### config.mk
export PLATFORM = sky130hd
export DESIGN_NAME = ncm_div_stage
export DESIGN_NICKNAME = d
export VERILOG_FILES = /design/src/hw/rtl/nearest_channel_merge_defines.svh /design/src/hw/rtl/ncm_pkg.sv /design/src/hw/rtl/ncm_div_stage.sv
export SDC_FILE = /design/constraint.sdc
export NUM_CORES = 1
export LEC_CHECK = 0
export CORE_MARGIN = 5
export CORE_UTILIZATION = 30
export DETAILED_ROUTE_END_ITERATION = 6
export DONT_BUFFER_PORTS = 1
export PLACE_DENSITY = 0.48
export SYNTH_ARGS = -nofsm -noshare
export SYNTH_HDL_FRONTEND = slang
export SYNTH_SLANG_ARGS = --single-unit
### constraint.sdc
create_clock -name clk -period 19.5 [get_ports clk]
set_clock_uncertainty 0.1 [all_clocks]
set_input_delay 2.925 -clock clk [delete_from_list [all_inputs] [get_ports clk]]
set_output_delay 2.925 -clock clk [all_outputs]
set_load 0.05 [all_outputs]
### src/hw/rtl/nearest_channel_merge_defines.svh
// assertion macros for the channel merge block
`ifndef NEAREST_CHANNEL_MERGE_DEFINES_SVH
`define NEAREST_CHANNEL_MERGE_DEFINES_SVH

// implication checked every cycle outside reset
`define NCM_CHECK(name, prop, msg) \
  name: assert property (@(posedge clk) disable iff (rst) prop) else $error(msg);

// condition that must never be true
`define NCM_NEVER(name, cond, msg) \
  name: assert property (@(posedge clk) disable iff (rst) !(cond)) else $error(msg);

`endif

### src/hw/rtl/ncm_pkg.sv
// shared types and constants of the channel merge block
package ncm_pkg;

  localparam int NUM_SRC    = 4;
  localparam int NUM_LANES  = 2 * NUM_SRC;
  localparam int DIM_W      = 7;
  localparam int COORD_W    = 6;
  localparam int NUM_W      = DIM_W + COORD_W - 1;
  localparam int PLANE_BITS = 14;
  localparam logic [DIM_W-1:0] MAX_DIM = 7'd64;

  localparam logic [2:0] REG_DIMS0   = 3'd0;
  localparam logic [2:0] REG_DIMS1   = 3'd1;
  localparam logic [2:0] REG_DIMS2   = 3'd2;
  localparam logic [2:0] REG_DIMS3   = 3'd3;
  localparam logic [2:0] REG_CHANMAP = 3'd4;

  localparam logic MODE_LOAD   = 1'b0;
  localparam logic MODE_SAMPLE = 1'b1;

  typedef struct packed {
    logic [NUM_SRC-1:0][13:0] dims;
    logic [7:0]               chan_map;
  } cfg_t;

  typedef struct packed {
    logic [NUM_LANES-1:0][NUM_W-1:0]   rem;
    logic [NUM_LANES-1:0][COORD_W-1:0] quo;
    logic [DIM_W-1:0]                  ow;
    logic [DIM_W-1:0]                  oh;
  } div_t;

  typedef struct packed {
    logic                              sample;
    logic                              err;
    logic [1:0]                        sel;
    logic [PLANE_BITS-1:0]             addr;
    logic [7:0]                        value;
    logic [NUM_SRC-1:0]                present;
    logic [NUM_SRC-1:0][DIM_W-1:0]     w;
    logic [NUM_SRC-1:0][1:0]           ch;
    div_t                              div;
  } pipe_t;

  typedef struct packed {
    logic                              sample;
    logic                              err;
    logic [NUM_SRC-1:0]                present;
    logic [NUM_SRC-1:0]                we;
    logic [NUM_SRC-1:0][PLANE_BITS-1:0] ram_addr;
    logic [7:0]                        value;
  } fetch_t;

  function automatic logic [DIM_W-1:0] sat_dim(input logic [DIM_W-1:0] v);
    sat_dim = (v > MAX_DIM) ? MAX_DIM : v;
  endfunction

endpackage

### src/hw/rtl/ncm_div_stage.sv
// two restoring division steps for all eight coordinate lanes
module ncm_div_stage (
  input  logic                clk,
  input  logic                en,
  input  logic [2:0]          hi_bit,
  input  ncm_pkg::pipe_t      din,
  output ncm_pkg::pipe_t      dout
);

  ncm_pkg::pipe_t nxt;

  always_comb begin
    logic [ncm_pkg::NUM_W:0]   dsh;
    logic [ncm_pkg::DIM_W-1:0] d;
    logic [2:0]                b;
    nxt = din;
    for (int j = 0; j < ncm_pkg::NUM_LANES; j++) begin
      d = (j < ncm_pkg::NUM_SRC) ? din.div.ow : din.div.oh;
      for (int k = 0; k < 2; k++) begin
        b   = hi_bit - 3'(k);
        dsh = (ncm_pkg::NUM_W+1)'(d) << b;
        if ({1'b0, nxt.div.rem[j]} >= dsh) begin
          nxt.div.rem[j]    = nxt.div.rem[j] - dsh[ncm_pkg::NUM_W-1:0];
          nxt.div.quo[j][b] = 1'b1;
        end
      end
    end
  end

  always_ff @(posedge clk) begin
    if (en) begin
      dout <= nxt;
    end
  end

endmodule

==> results.tsv <==
metric	value	unit
status	completed	
holdCritPathClass	input port to register	
gp_congestion	0.932	
arrival	9.77	ns
largest_reg_flops	224	
finalCritPeriodShare	48.9	%
cts.sinks	224	
grt_pass1_wl	101000	um
post_cts_buffers	0	
largest-register	dout	
clock_power_share	19.0	%
ioPinCount	453	
cts-htree-levels	1	
fmax	105	MHz
synth_enable_flop_cells	224	
syn_to_final_growth	11.0	%
die-area	67600	um2
synth_area_per_cell	10.1	um2
place_ws	9.47	ns
total_power	2.69	mW
rsz0062_at_grt	false	
clockRootBuffer	clkbuf_16	
drc	0	
fin_ws	9.96	ns
final_area	20800	um2
swShare	46.3	%
maxCapViolCount	0	
fill_cells	6224	
grt_max_degree	225	
yosysWarnings	0	
power_density	129	nW/um2
finalSetupViolations	0	
synth_nets	2303	
die_h	260	um
critical_path.max_fanout	36	
post-dp-hpwl	57700	um
grt_pass1_vias	14448	
tightest_slew	1.22	ns
slew_violations	0	
cp.required	19.73	ns
place_area	19900	um2
cts_tree	done	
peakVddDrop	0.0805	mV
post-route-min-period	9.54	ns
grt-ovfl-total	0	
fin_util	33.7	%
clockBufferDepth	3	
register_area	6730	um2
pwr-share-seq	40.8	%
worstSetupPathType	input port to register	
p_comb_share	40.1	%
routed_via_density	5.45	
core-area	61800	um2
antenna_found_initial	18	
num_vias	14973	
ys.flop_type	edfxtp_1	
cts_buffers	28	
synth-seq-cells	224	
top_regs	dout (224)	
drt_iter0_markers	1235	
p_sw	1.25	mW
finalNetCount	2320	
start_kind	input port	
drtAntennaViolNets	0	
synth_seq_area_share	35.9	%
finalSetupTns	0	ns
portBuffers	0	
syn_inst	1866	
multi_input_area	11500	um2
netlist_area	18800	um2
relSlewSlack	16.5	%
hold_violations	0	
start_util	30.3	%
p_leak	8.07	nW
clkTransAtPathRegs	0.06	ns
dr.pass1.iters	6	
hold_buffers	0	
critPathCaptureType	register	
ctsResizeCount	0	
track_usage	20.3	%
detail_route.wl_per_cell	26.5	um
synth_cell_types	76	
die_width	260	um
synthArstFlopShare	0	%
wirelength	72900	um
drive_gt1_share	12.7	%
rows	91	
intPower	1.45	mW
-- routing by layer --
metal / track usage [%] / share of wire (%) / up-vias
li1: - / - / 7114
met1: 23.9 / 39 / 7081
met2: 32.9 / 45 / 617
met3: 8.42 / 11 / 147
met4: 8.03 / 4.5 / 14
met5: 0 / 0.14 / -
-- synth_stat cells, drive strengths merged, types with 4 or more instances --
cell,count,area share (%)
o21bai,18,0.72
and3,18,0.60
o41ai,4,0.29
mux2i,53,2.9
a211oi,8,0.41
o31ai,9,0.51
a31oi,14,0.47
edfxtp,224,36
ha,193,13
nand3b,7,0.28
or3,7,0.23
xor2,29,1.4
o22ai,6,0.20
nand4,31,1.0
nand2b,12,0.40
xnor2,91,4.2
and2,13,0.43
a221o,44,2.3
a22oi,5,0.20
nand2,120,2.4
o311ai,4,0.19
buf,19,0.56
fa,15,1.6
o21ai,111,3.0
nand3,35,0.99
clkbuf,22,0.44
a211o,4,0.19
nor2,155,3.2
nor3,44,1.2
mux2,137,8.2
a41oi,5,0.23
inv,116,2.3
nor2b,32,1.1
a21o,42,1.7
o21a,9,0.36
o211ai,10,0.40
a21oi,136,3.6
a21boi,25,1.0
-- worst max-delay path, stage by stage --
cell and delay, ns:
clkinv_1 0.49, a21boi_0 0.46, mux2i_1 0.16, nand2_1 0.25, ha_1 0.33, o21ai_0 0.14
a21boi_1 0.14, o21ai_0 0.25, a21boi_1 0.17, o2111ai_1 0.28, a31oi_1 0.20, o31ai_2 0.97
mux2_2 0.47, ha_1 0.30, nor2b_1 0.13, o21ai_0 0.19, a21boi_0 0.14, o21ai_0 0.22
a21oi_1 0.12, o2111a_1 0.26, o31a_1 0.28, o21ai_0 0.22, a21boi_2 0.08, buf_4 0.23
mux2_2 0.33
-- power by group through the flow --
stage               sequential, mW  combinational, mW  clock [mW]
floorplan                     1.07              0.818           0
global placement              1.11               1.06           0
detailed placement            1.11               1.06           0
CTS                           1.11               1.07       0.536
global route                  1.11               1.18       0.553
finish                        1.10               1.08       0.513
-- through the flow --
stage	hold WS, ns	std cells
after floorplan	2.92	1866
after global placement	2.92	2690
after detailed placement	2.92	2690
after CTS	2.27	2741
after global routing	2.27	2742
final	2.31	2748
-- placed cells by master (no fill, tap or decap), drive strengths merged, types with 32 or more instances in the layout --
master and count:
a21o 42, xnor2 91, inv 117, nor2b 32, nand2 120, nand3 35
o21ai 111, a21oi 136, a221o 44, edfxtp 224, nor2 155, ha 193
mux2 137, mux2i 53, nor3 44
-- logic make-up (layout without fill, tap and decap cells) --
group	Yosys count	in the layout	share of synthesized area, %
mux	190	190	11.1
xor+xnor	120	120	5.60
compound gates	482	482	17.3
fa+ha+maj	208	208	14.5
other cells	0	7	0
simple gates	484	484	12.3
buf+inv	158	196	3.34
flops	224	224	35.9
-- final timing paths --
kind                      start        end  slack (ns)  cells after the start
worst min-delay path   din[175]  dout[175]        2.31                      0
worst max-delay path  hi_bit[0]  dout[156]        9.96                     25
-- area by class of cell --
class	instances	share of cell area, %
Antenna cell	7	0.0841
Sequential cell	224	32.3
Timing Repair Buffer	28	1.01
Clock inverter	20	0.950
Tap cell	837	5.03
Clock buffer	31	3.42
Multi-Input combinational cell	1484	55.1
Inverter	117	2.11
No activity file was read; power rests on OpenSTA's default activity.
