$ cat config.mk
export PLATFORM = sky130hd
export DESIGN_NAME = ncm_cfg
export DESIGN_NICKNAME = d
export VERILOG_FILES = /design/src/hw/rtl/nearest_channel_merge_defines.svh /design/src/hw/rtl/ncm_pkg.sv /design/src/hw/rtl/ncm_cfg.sv
export SDC_FILE = /design/constraint.sdc
export NUM_CORES = 1
export LEC_CHECK = 0
export BUFFER_PORTS_ARGS = -buffer_cell sky130_fd_sc_hd__buf_4
export CAP_MARGIN = 20
export CORE_ASPECT_RATIO = 0.7
export CORE_MARGIN = 4
export CORE_UTILIZATION = 48
export CTS_CLUSTER_SIZE = 30
export DETAILED_ROUTE_END_ITERATION = 7
export PLACE_DENSITY = 0.83
export SLEW_MARGIN = 20
export SYNTH_ARGS = -nofsm -noshare
export SYNTH_HDL_FRONTEND = slang
export SYNTH_SLANG_ARGS = --single-unit
export TNS_END_PERCENT = 100
$ cat constraint.sdc
create_clock -name clk -period 1.5 [get_ports clk]
set_input_delay 0.15 -clock clk [delete_from_list [all_inputs] [get_ports clk]]
set_output_delay 0.15 -clock clk [all_outputs]
set_load 0.02 [all_outputs]
$ cat src/hw/rtl/nearest_channel_merge_defines.svh
// assertion macros for the channel merge block
`ifndef NEAREST_CHANNEL_MERGE_DEFINES_SVH
`define NEAREST_CHANNEL_MERGE_DEFINES_SVH

// implication checked every cycle outside reset
`define NCM_CHECK(name, prop, msg) \
  name: assert property (@(posedge clk) disable iff (rst) prop) else $error(msg);

// condition that must never be true
`define NCM_NEVER(name, cond, msg) \
  name: assert property (@(posedge clk) disable iff (rst) !(cond)) else $error(msg);

`endif

$ cat src/hw/rtl/ncm_pkg.sv
// shared types and constants of the channel merge block
package ncm_pkg;

  localparam int NUM_SRC    = 4;
  localparam int NUM_LANES  = 2 * NUM_SRC;
  localparam int DIM_W      = 7;
  localparam int COORD_W    = 6;
  localparam int NUM_W      = DIM_W + COORD_W - 1;
  localparam int PLANE_BITS = 14;
  localparam logic [DIM_W-1:0] MAX_DIM = 7'd64;

  localparam logic [2:0] REG_DIMS0   = 3'd0;
  localparam logic [2:0] REG_DIMS1   = 3'd1;
  localparam logic [2:0] REG_DIMS2   = 3'd2;
  localparam logic [2:0] REG_DIMS3   = 3'd3;
  localparam logic [2:0] REG_CHANMAP = 3'd4;

  localparam logic MODE_LOAD   = 1'b0;
  localparam logic MODE_SAMPLE = 1'b1;

  typedef struct packed {
    logic [NUM_SRC-1:0][13:0] dims;
    logic [7:0]               chan_map;
  } cfg_t;

  typedef struct packed {
    logic [NUM_LANES-1:0][NUM_W-1:0]   rem;
    logic [NUM_LANES-1:0][COORD_W-1:0] quo;
    logic [DIM_W-1:0]                  ow;
    logic [DIM_W-1:0]                  oh;
  } div_t;

  typedef struct packed {
    logic                              sample;
    logic                              err;
    logic [1:0]                        sel;
    logic [PLANE_BITS-1:0]             addr;
    logic [7:0]                        value;
    logic [NUM_SRC-1:0]                present;
    logic [NUM_SRC-1:0][DIM_W-1:0]     w;
    logic [NUM_SRC-1:0][1:0]           ch;
    div_t                              div;
  } pipe_t;

  typedef struct packed {
    logic                              sample;
    logic                              err;
    logic [NUM_SRC-1:0]                present;
    logic [NUM_SRC-1:0]                we;
    logic [NUM_SRC-1:0][PLANE_BITS-1:0] ram_addr;
    logic [7:0]                        value;
  } fetch_t;

  function automatic logic [DIM_W-1:0] sat_dim(input logic [DIM_W-1:0] v);
    sat_dim = (v > MAX_DIM) ? MAX_DIM : v;
  endfunction

endpackage

$ cat src/hw/rtl/ncm_cfg.sv
// apb register file for source sizes and channel map
module ncm_cfg (
  input  logic                clk,
  input  logic                rst,
  input  logic                psel,
  input  logic                penable,
  input  logic                pwrite,
  input  logic [4:0]          paddr,
  input  logic [31:0]         pwdata,
  output logic [31:0]         prdata,
  output logic                pready,
  output ncm_pkg::cfg_t       cfg
);

  logic [2:0] idx;
  logic       wr;

  assign idx    = paddr[4:2];
  assign pready = 1'b1;
  assign wr     = psel && penable && pwrite;

  always_ff @(posedge clk) begin
    if (rst) begin
      cfg <= '0;
    end else if (wr) begin
      case (idx)
        ncm_pkg::REG_DIMS0:   cfg.dims[0]  <= pwdata[13:0];
        ncm_pkg::REG_DIMS1:   cfg.dims[1]  <= pwdata[13:0];
        ncm_pkg::REG_DIMS2:   cfg.dims[2]  <= pwdata[13:0];
        ncm_pkg::REG_DIMS3:   cfg.dims[3]  <= pwdata[13:0];
        ncm_pkg::REG_CHANMAP: cfg.chan_map <= pwdata[7:0];
        default: ;
      endcase
    end
  end

  always_comb begin
    case (idx)
      ncm_pkg::REG_DIMS0:   prdata = {18'd0, cfg.dims[0]};
      ncm_pkg::REG_DIMS1:   prdata = {18'd0, cfg.dims[1]};
      ncm_pkg::REG_DIMS2:   prdata = {18'd0, cfg.dims[2]};
      ncm_pkg::REG_DIMS3:   prdata = {18'd0, cfg.dims[3]};
      ncm_pkg::REG_CHANMAP: prdata = {24'd0, cfg.chan_map};
      default:              prdata = 32'd0;
    endcase
  end

endmodule

==> results of run 1 <==
-- cells in the final DEF, fill, tap and decap left out --
| master | netlist | final |
|---|---|---|
| a21oi_2 | 0 | 1 |
| a22oi_1 | 14 | 8 |
| a22oi_2 | 0 | 6 |
| a31oi_1 | 1 | 1 |
| and3_1 | 2 | 2 |
| and3_4 | 1 | 1 |
| and3b_1 | 1 | 1 |
| and4b_1 | 1 | 1 |
| buf_12 | 0 | 2 |
| buf_4 | 25 | 123 |
| buf_6 | 3 | 8 |
| clkbuf_8 | 0 | 13 |
| conb_1 | 2 | 19 |
| dfxtp_1 | 64 | 28 |
| dfxtp_2 | 0 | 36 |
| inv_1 | 1 | 1 |
| mux2_2 | 8 | 4 |
| mux2_4 | 0 | 4 |
| mux2i_1 | 64 | 64 |
| mux4_2 | 6 | 6 |
| nand2_2 | 1 | 1 |
| nand2b_1 | 78 | 78 |
| nand3_2 | 2 | 2 |
| nand3b_2 | 1 | 1 |
| nor2_4 | 1 | 1 |
| nor2b_1 | 8 | 4 |
| nor2b_4 | 0 | 4 |
| o22ai_1 | 8 | 4 |
| o22ai_2 | 0 | 4 |
-- Yosys cell counts (all sizes together) --
cell,number
mux2i,64
o22ai,8
buf,30
clkbuf,12
a31oi,1
mux4,6
inv,1
and4b,1
nor2,1
dfxtp,64
and3b,1
a22oi,14
nor2b,8
nand2b,78
mux2,8
nand2,1
nand3,2
a21oi,1
conb,2
and3,3
nand3b,1
-- what timing repair did --
item,in CTS,in global routing
pin swaps,5,7
gates resized for setup,21,46
setup endpoints to repair,12,14
hold endpoints to repair,0,0
setup buffers,12,8
gates cloned,0,0
-- worst max-delay path: cells and delay by family, from the launching register on --
family | cells | cell delay, ns
buf+inv | 1 | 0.15
flops | 1 | 0.33
mux | 1 | 0.44
simple gates | 1 | 0.14
-- metal layers --
layer | part of all wire | wire length (um) | global-route usage
met3 | 0.063 | 566 | 0.07028
met4 | 0.0075 | 68 | 0.05951
met5 | 0 | 0 | 0
met1 | 0.44 | 4027 | 0.2780
met2 | 0.49 | 4392 | 0.3556
-- cell families (layout without fill, tap and decap cells) --
family | count (synthesis) | after routing | share of synthesized area
AO/OA/AOI/OAI | 24 | 24 | 0.05151
AND/OR/NAND/NOR | 96 | 96 | 0.1948
buffers and inverters | 43 | 147 | 0.08675
flip-flops | 64 | 64 | 0.3966
multiplexers | 78 | 78 | 0.2680
other | 2 | 19 | 0.002325
-- final timing paths --
kind | end | slack [ns] | cells after the start
setup reg to reg | cfg[60] | 0.65 | 4
hold reg to reg | cfg[24] | 0.48 | 2
hold / removal | cfg[47] | 0.16 | 3
setup / recovery | prdata[10] | -0.03 | 3
-- layout make-up --
type / count / area [um2] / area share
Timing Repair Buffer: 133 / 1054 / 0.2334
Clock buffer: 13 / 178.9 / 0.03965
Tap cell: 91 / 113.9 / 0.02523
Inverter: 1 / 3.754 / 0.0008317
Multi-Input combinational cell: 217 / 1837 / 0.4070
Sequential cell: 64 / 1326 / 0.2939
-- power groups by stage --
stage | Clock [mW] | Sequential, mW | Combinational (mW)
2_1_floorplan | 0 | 1.77 | 0.240
3_3_place_gp | 0 | 1.76 | 0.328
3_5_place_dp | 0 | 1.76 | 0.333
4_1_cts | 1.37 | 1.72 | 0.339
5_1_grt | 1.45 | 1.72 | 0.383
6_report | 1.35 | 1.72 | 0.357
==> impl_metrics.json, run 1 <==
{
  "outcome": "finished with violations",
  "violations": "setup timing",
  "dp_slack_ns": 0.08528,
  "fp.dieW_um": 106.1,
  "crit_required_ns": 1.35,
  "dieHeight_um": 76.64,
  "slew-limit-headroom": 0.6516,
  "num_vias": 2639,
  "wire_per_inst_um": 17.45,
  "vias_per_cell": 5.085,
  "ys_ff_latch": 64,
  "io_buffer_count": 99,
  "switching_share": 0.2368,
  "drc": 0,
  "postLayoutCoreUtil": 0.7089,
  "path_class": "reg2out",
  "min_from": "pwdata[11]",
  "nNetsFinal": 468,
  "syn2layout_area_growth_pct": 39.70,
  "fin_crit_ns": 1.533,
  "drive_gt1_frac": 0.5070,
  "rows": 24,
  "clkTransAtPathRegs_ns": 0.06,
  "synthTopCellsByArea": "dfxtp_1 (40%), mux2i_1 (20%), nand2b_1 (15%)",
  "dieArea_mm2": 0.008128,
  "hold_slack_ns": 0.1576,
  "ant_nets": 0,
  "reg_top3": "cfg (64)",
  "crit_chain": "mux4_2 -> nor2b_1 -> buf_4",
  "dp_cells": 486,
  "yosysWarnings": 0,
  "synth_area_mm2": 0.003231,
  "critPathMaxFanout": 3,
  "synth.distinct_cells": 24,
  "p_switching_mw": 0.8113,
  "worstReg2RegStart": "cfg[60]",
  "grt_antenna_before_repair": 0,
  "fin_crit_sh": 1.022,
  "hold_buffers": 0,
  "power.share.sequential": 0.503,
  "hold_viol": 0,
  "rsz0062_at_grt": "yes",
  "hp-class": "in2reg",
  "tritoncts": "yes",
  "setup_viol": 7,
  "fin_cells": 519,
  "crit_start": "cfg[32]",
  "max-clock-path-buffers": 2,
  "drv_cap": 0,
  "max_freq_ghz": 0.6525,
  "grt_pass1_wl_um": 13910,
  "worstSetupEndpointType": "primary output",
  "totalWireLength_um": 9054,
  "largest_reg_flops": 64,
  "power_mw": 3.426,
  "fin_skew_ns": 0,
  "diodes": 0,
  "start_kind": "flip-flop",
  "critical_path.slowest_cell": "mux4_2",
  "grt_pass1_vias": 2663,
  "grt_max_degree": 71,
  "p_int_mw": 2.615,
  "overflow": 0,
  "drt_first_iter_violations": 145,
  "fillers": 481,
  "fin_ws_ns": -0.03261,
  "dp_hpwl_um": 5770,
  "start_util": 0.5075,
  "gp_congestion": 0.8113,
  "yosysSeqAreaShare": 0.3966,
  "cpPeakStageDelay_ns": 0.44,
  "syn_avg_cell_area_um2": 10.52,
  "fin_tns_setup_ns": -0.1585,
  "syn-instance-count": 307,
  "clockRootBuffer": "clkbuf_8",
  "arrival_ns": 1.38,
  "first_pass_iters": 4,
  "dpl_cell_area_mm2": 0.004005,
  "cts_htree_levels": 3,
  "power.density_mw_per_mm2": 759.2,
  "grtUsageTotal": 0.2181,
  "cts_inserted_buffers": 9,
  "numClockSinks": 64,
  "placeableCoreArea_mm2": 0.006366,
  "clk_latency_ns": 0.33,
  "p_clk_frac": 0.393,
  "yosys.area.top_type": "dfxtp_1",
  "regMostFlops": "cfg",
  "pwr-share-comb": 0.104,
  "tightest_slew_ns": 0.5226,
  "leakagePower_nw": 2.228,
  "stdcell_area_mm2": 0.004513,
  "slew_viol_final": 0,
  "ir_drop_v": 0.0004122,
  "io_pins": 139,
  "synth_top_area_share": 0.3966
}
(Power assumes the default switching activity.)
==> run 2, diff against run 1 <==
Settings changed: SETUP_SLACK_MARGIN set to 0.4.
==> run 2 against run 1 <==
The run still ends with setup timing left. Power grew 8.7%. Combinational power rose by 5%. Fmax shrank 0.87%. Non-clock buffer count grew 3. Wire length down 0.45%. Final area is 5.5% higher. Largest power group unchanged.
==> impl_metrics.json, run 2 (synthesis results as in run 1) <==
{
  "outcome": "finished with violations",
  "violations": "setup timing",
  "crit_chain": "mux4_2 -> nor2b_4 -> buf_6",
  "critPathBufInv": 1,
  "drc": 0,
  "grt_pass1_vias": 2727,
  "io_pins": 139,
  "totalWireLength_um": 9013,
  "tritoncts": "yes",
  "start_kind": "flip-flop",
  "rsz0062_at_grt": "yes",
  "use_met3": 0.07705,
  "slew-limit-headroom": 0.6480,
  "dieHeight_um": 76.64,
  "critPathMaxFanout": 2,
  "diodes": 0,
  "fillers": 432,
  "fin_skew_ns": 0,
  "max-clock-path-buffers": 2,
  "postLayoutCoreUtil": 0.7478,
  "hold_buffers": 0,
  "start_util": 0.5075,
  "fin_ws_ns": -0.04613,
  "hp-class": "in2reg",
  "slew_viol_final": 0,
  "nNetsFinal": 471,
  "path_delay_family": "multiplexers",
  "wire_per_inst_um": 17.17,
  "dp_cells": 486,
  "clkTransAtPathRegs_ns": 0.06,
  "hold_viol": 0,
  "drt_first_iter_violations": 118,
  "overflow": 0,
  "largest_reg_flops": 64,
  "hold_slack_ns": 0.1405,
  "numClockSinks": 64,
  "fin_cells": 525,
  "use_met2": 0.3588,
  "gp_congestion": 0.8115,
  "rows": 24,
  "p_int_mw": 2.851,
  "vias_per_cell": 5.078,
  "ir_drop_v": 0.0005530,
  "grt.busiest_layer": "met2",
  "io_buffer_count": 99,
  "fin_crit_ns": 1.546,
  "p_clk_frac": 0.436,
  "regMostFlops": "cfg",
  "drive_gt1_frac": 0.5346,
  "clockRootBuffer": "clkbuf_8",
  "worstSetupEndpointType": "primary output",
  "final_common_cell": "buf_4",
  "layout_common_cells": "buf_4 (93), nand2b_1 (78), mux2i_1 (64), buf_6 (42), dfxtp_2 (40)",
  "num_vias": 2666,
  "path_class": "reg2out",
  "dp_hpwl_um": 6046,
  "met1_usage": 0.2922,
  "cts_htree_levels": 3,
  "grtUsageTotal": 0.2226,
  "crit_required_ns": 1.35,
  "reg_top3": "cfg (64)",
  "syn2layout_area_growth_pct": 47.37,
  "setup_viol": 6,
  "grt_max_degree": 73,
  "p_switching_mw": 0.8712,
  "power.share.sequential": 0.463,
  "cts_inserted_buffers": 9,
  "pwr-share-comb": 0.101,
  "dpl_cell_area_mm2": 0.004085,
  "switching_share": 0.2340,
  "tightest_slew_ns": 0.5280,
  "clk_latency_ns": 0.34,
  "cpPeakStageDelay_ns": 0.46,
  "drv_cap": 0,
  "max_freq_ghz": 0.6468,
  "arrival_ns": 1.40,
  "ant_nets": 0,
  "fin_crit_sh": 1.031,
  "leakagePower_nw": 2.294,
  "stdcell_area_mm2": 0.004761,
  "first_pass_iters": 4,
  "dieArea_mm2": 0.008128,
  "placeableCoreArea_mm2": 0.006366,
  "fin_tns_setup_ns": -0.2059,
  "critical_path.slowest_cell": "mux4_2",
  "power.density_mw_per_mm2": 781.9,
  "fp.dieW_um": 106.1,
  "grt_antenna_before_repair": 0,
  "grt_pass1_wl_um": 14340
}
## run 2: changes by cell type in the layout (fill, tap and decap cells not counted), sizes merged
cell    delta
buf        +3
bufinv     +2
clkinv     +1
## run 2: metal layers
metal	vias up	wire length [um]
met4	0	68
li1	1264	-
met3	12	639
met5	-	0
met1	1291	4138
met2	99	4165
## run 2: timing repair
| item | in CTS | in global routing |
|---|---|---|
| endpoints found under the setup margin | 14 | 48 |
| gates resized for setup | 56 | 24 |
| setup buffers | 18 | 5 |
| hold endpoints to repair | 0 | 0 |
| pin swaps | 2 | 2 |
## run 2: per-stage QoR
stage,worst slack (ns),power [mW]
after floorplan,0.3411,2.029
after global placement,-0.04330,2.092
after detailed placement,-0.07955,2.097
after CTS,-0.05008,3.726
after global routing,-0.08406,3.837
final,-0.04613,3.723
## run 2: power by group through the flow
stage | sequential, mW | clock [mW] | combinational, mW
after floorplan | 1.77 | 0 | 0.255
after global placement | 1.76 | 0 | 0.332
after detailed placement | 1.76 | 0 | 0.336
after CTS | 1.72 | 1.65 | 0.358
after global routing | 1.72 | 1.71 | 0.401
final | 1.72 | 1.62 | 0.375
## run 2: final timing paths
| path | end | cells past startpoint | from | slack [ns] |
|---|---|---|---|---|
| worst max register to register | cfg[60] | 4 | cfg[60] | 0.71 |
| worst min register to register | cfg[30] | 2 | cfg[30] | 0.48 |
| worst max-delay path | prdata[8] | 3 | cfg[58] | -0.05 |
| worst min-delay path | cfg[58] | 3 | pwdata[8] | 0.14 |
## run 2: area by class of cell
type | instances | area [um2] | share of cell area
Tap cell | 91 | 113.9 | 0.02392
Clock inverter | 3 | 65.06 | 0.01367
Inverter | 1 | 3.754 | 0.0007884
Multi-Input combinational cell | 217 | 1907 | 0.4005
Clock buffer | 13 | 148.9 | 0.03127
Timing Repair Buffer | 136 | 1191 | 0.2502
Sequential cell | 64 | 1331 | 0.2796
## run 2: tightest hold or removal path: cells and delay by family
family	cells	cell delay, ns
buf+inv	1	0.08
mux	1	0.12
simple gates	1	0.09
==> run 3, diff against run 2 <==
Settings changed: CTS_CLUSTER_DIAMETER set to 60, SETUP_SLACK_MARGIN 0.4 to 0.1.
==> run 3 against run 2 <==
The run still ends with setup timing left. Setup slack gained 0.0056 ns. Register-to-register slack worse by 0.07 ns. Global-route usage is 0.12 points higher. Critical path type unchanged. Largest power group unchanged. Highest routed layer unchanged.
==> impl_metrics.json, run 3 (synthesis results as in run 1) <==
{
  "outcome": "finished with violations",
  "violations": "setup timing",
  "arrival_ns": 1.39,
  "critPathBufInv": 1,
  "postLayoutCoreUtil": 0.7168,
  "multi_input_area_mm2": 0.001841,
  "dp_cells": 486,
  "largest_reg_flops": 64,
  "clk_latency_ns": 0.33,
  "slew-limit-headroom": 0.6552,
  "io_pins": 139,
  "path_delay_family": "multiplexers",
  "dieArea_mm2": 0.008128,
  "drv_cap": 0,
  "hold_slack_ns": 0.1564,
  "wire_per_inst_um": 17.13,
  "crit_chain": "mux4_2 -> nor2b_4 -> buf_6",
  "start_kind": "flip-flop",
  "critPathMaxFanout": 2,
  "worstSetupEndpointType": "primary output",
  "regMostFlops": "cfg",
  "fin_crit_ns": 1.541,
  "grt_antenna_before_repair": 0,
  "tritoncts": "yes",
  "path_class": "reg2out",
  "clockRootBuffer": "clkbuf_8",
  "dp_slack_ns": 0.08528,
  "max-clock-path-buffers": 2,
  "layout_common_cells": "buf_4 (129), nand2b_1 (78), mux2i_1 (64), dfxtp_2 (37), dfxtp_1 (27)",
  "grt_pass1_wl_um": 14280,
  "r2r_setup_slack_ns": 0.64,
  "hp-class": "in2reg",
  "ff_latch_area_mm2": 0.001328,
  "dp_hpwl_um": 5770,
  "hold_depth": 3,
  "rows": 24,
  "placeableCoreArea_mm2": 0.006366,
  "fin_crit_sh": 1.027,
  "diodes": 0,
  "overflow": 0,
  "start_util": 0.5075,
  "ir_drop_v": 0.0003833,
  "hold_end": "cfg[47]",
  "slew_viol_final": 0,
  "clkTransAtPathRegs_ns": 0.06,
  "cpPeakStageDelay_ns": 0.46,
  "nNetsFinal": 474,
  "fp.dieW_um": 106.1,
  "grt_max_degree": 71,
  "syn2layout_area_growth_pct": 41.25,
  "numClockSinks": 64,
  "crit_required_ns": 1.35,
  "cts_htree_levels": 3,
  "drt_first_iter_violations": 127,
  "dieHeight_um": 76.64,
  "setup_viol": 6,
  "r2r_cells": 4,
  "rsz0062_at_grt": "yes",
  "leakagePower_nw": 2.265,
  "num_vias": 2672,
  "power.density_mw_per_mm2": 752.3,
  "fillers": 475,
  "reg2reg_to": "cfg[60]",
  "worstReg2RegStart": "cfg[60]",
  "final_common_cell": "buf_4",
  "power_mw": 3.433,
  "ant_nets": 0,
  "first_pass_iters": 4,
  "vias_per_cell": 5.090,
  "drc": 0,
  "grt_pass1_vias": 2783,
  "cts_inserted_buffers": 9,
  "reg_top3": "cfg (64)",
  "io_buffer_count": 99,
  "fin_ws_ns": -0.04057,
  "totalWireLength_um": 8994,
  "max_freq_ghz": 0.6491,
  "min_from": "pwdata[11]",
  "hold_viol": 0,
  "critical_path.slowest_cell": "mux4_2",
  "fin_skew_ns": 0,
  "tightest_slew_ns": 0.5173,
  "gp_congestion": 0.8113,
  "drive_gt1_frac": 0.5161,
  "grtUsageTotal": 0.2238,
  "fin_cells": 525
}
## run 3: changes by cell type in the layout (fill, tap and decap cells not counted), sizes merged
cell	delta
buf	+3
bufinv	-2
clkinv	-1
## run 3: per-layer routing
metal  vias up  part of all wire  track usage
li1       1264                 -            -
met5         -                 0            0
met1      1304              0.45       0.2721
met3        15             0.056      0.07875
met2        89              0.49       0.3709
met4         0             0.011      0.07115
## run 3: worst max path at each step
stage               startpoint         end  slack (ns)  cells past startpoint
global route           cfg[32]  prdata[10]       -0.09                      3
CTS                    cfg[61]  prdata[11]       -0.05                      3
finish                 cfg[63]  prdata[13]       -0.04                      3
floorplan             paddr[3]   prdata[1]        0.12                      5
detailed placement    paddr[2]  prdata[13]        0.09                      4
global placement      paddr[2]   prdata[6]        0.09                      5
## run 3: through the flow
stage | setup TNS, ns | area [um2]
after floorplan | 0 | 3294
after global placement | 0 | 4005
after detailed placement | 0 | 4005
after CTS | -0.2759 | 4472
after global routing | -0.6600 | 4563
final | -0.1704 | 4563
## run 3: layout make-up
| class | count | share of cell area |
|---|---|---|
| Sequential cell | 64 | 0.2909 |
| Timing Repair Buffer | 139 | 0.2407 |
| Inverter | 1 | 0.0008226 |
| Tap cell | 91 | 0.02495 |
| Clock buffer | 13 | 0.03921 |
| Multi-Input combinational cell | 217 | 0.4033 |
## run 3: timing repair
item                                   4_1_cts  5_1_grt
buffers inserted                            24        2
endpoints found under the hold margin        0        0
resized for setup                           47       22
gates cloned                                 0        0
setup endpoints to repair                   14       14
pin swaps                                   12        9
hold buffers                                 0        0
## run 3: where the power goes
| part | switching [mW] | leakage (nW) | internal (mW) | total, mW |
|---|---|---|---|---|
| sequential | 0.00952 | 0.535 | 1.71 | 1.72 |
| clock | 0.598 | 0.0935 | 0.753 | 1.35 |
| combinational | 0.209 | 1.64 | 0.150 | 0.359 |
| total | 0.817 | 2.26 | 2.62 | 3.43 |
## run 3: tightest hold or removal path, cell delays in order
cell	delay, ns
buf_4	0.08
nand2b_1	0.10
mux2i_1	0.13
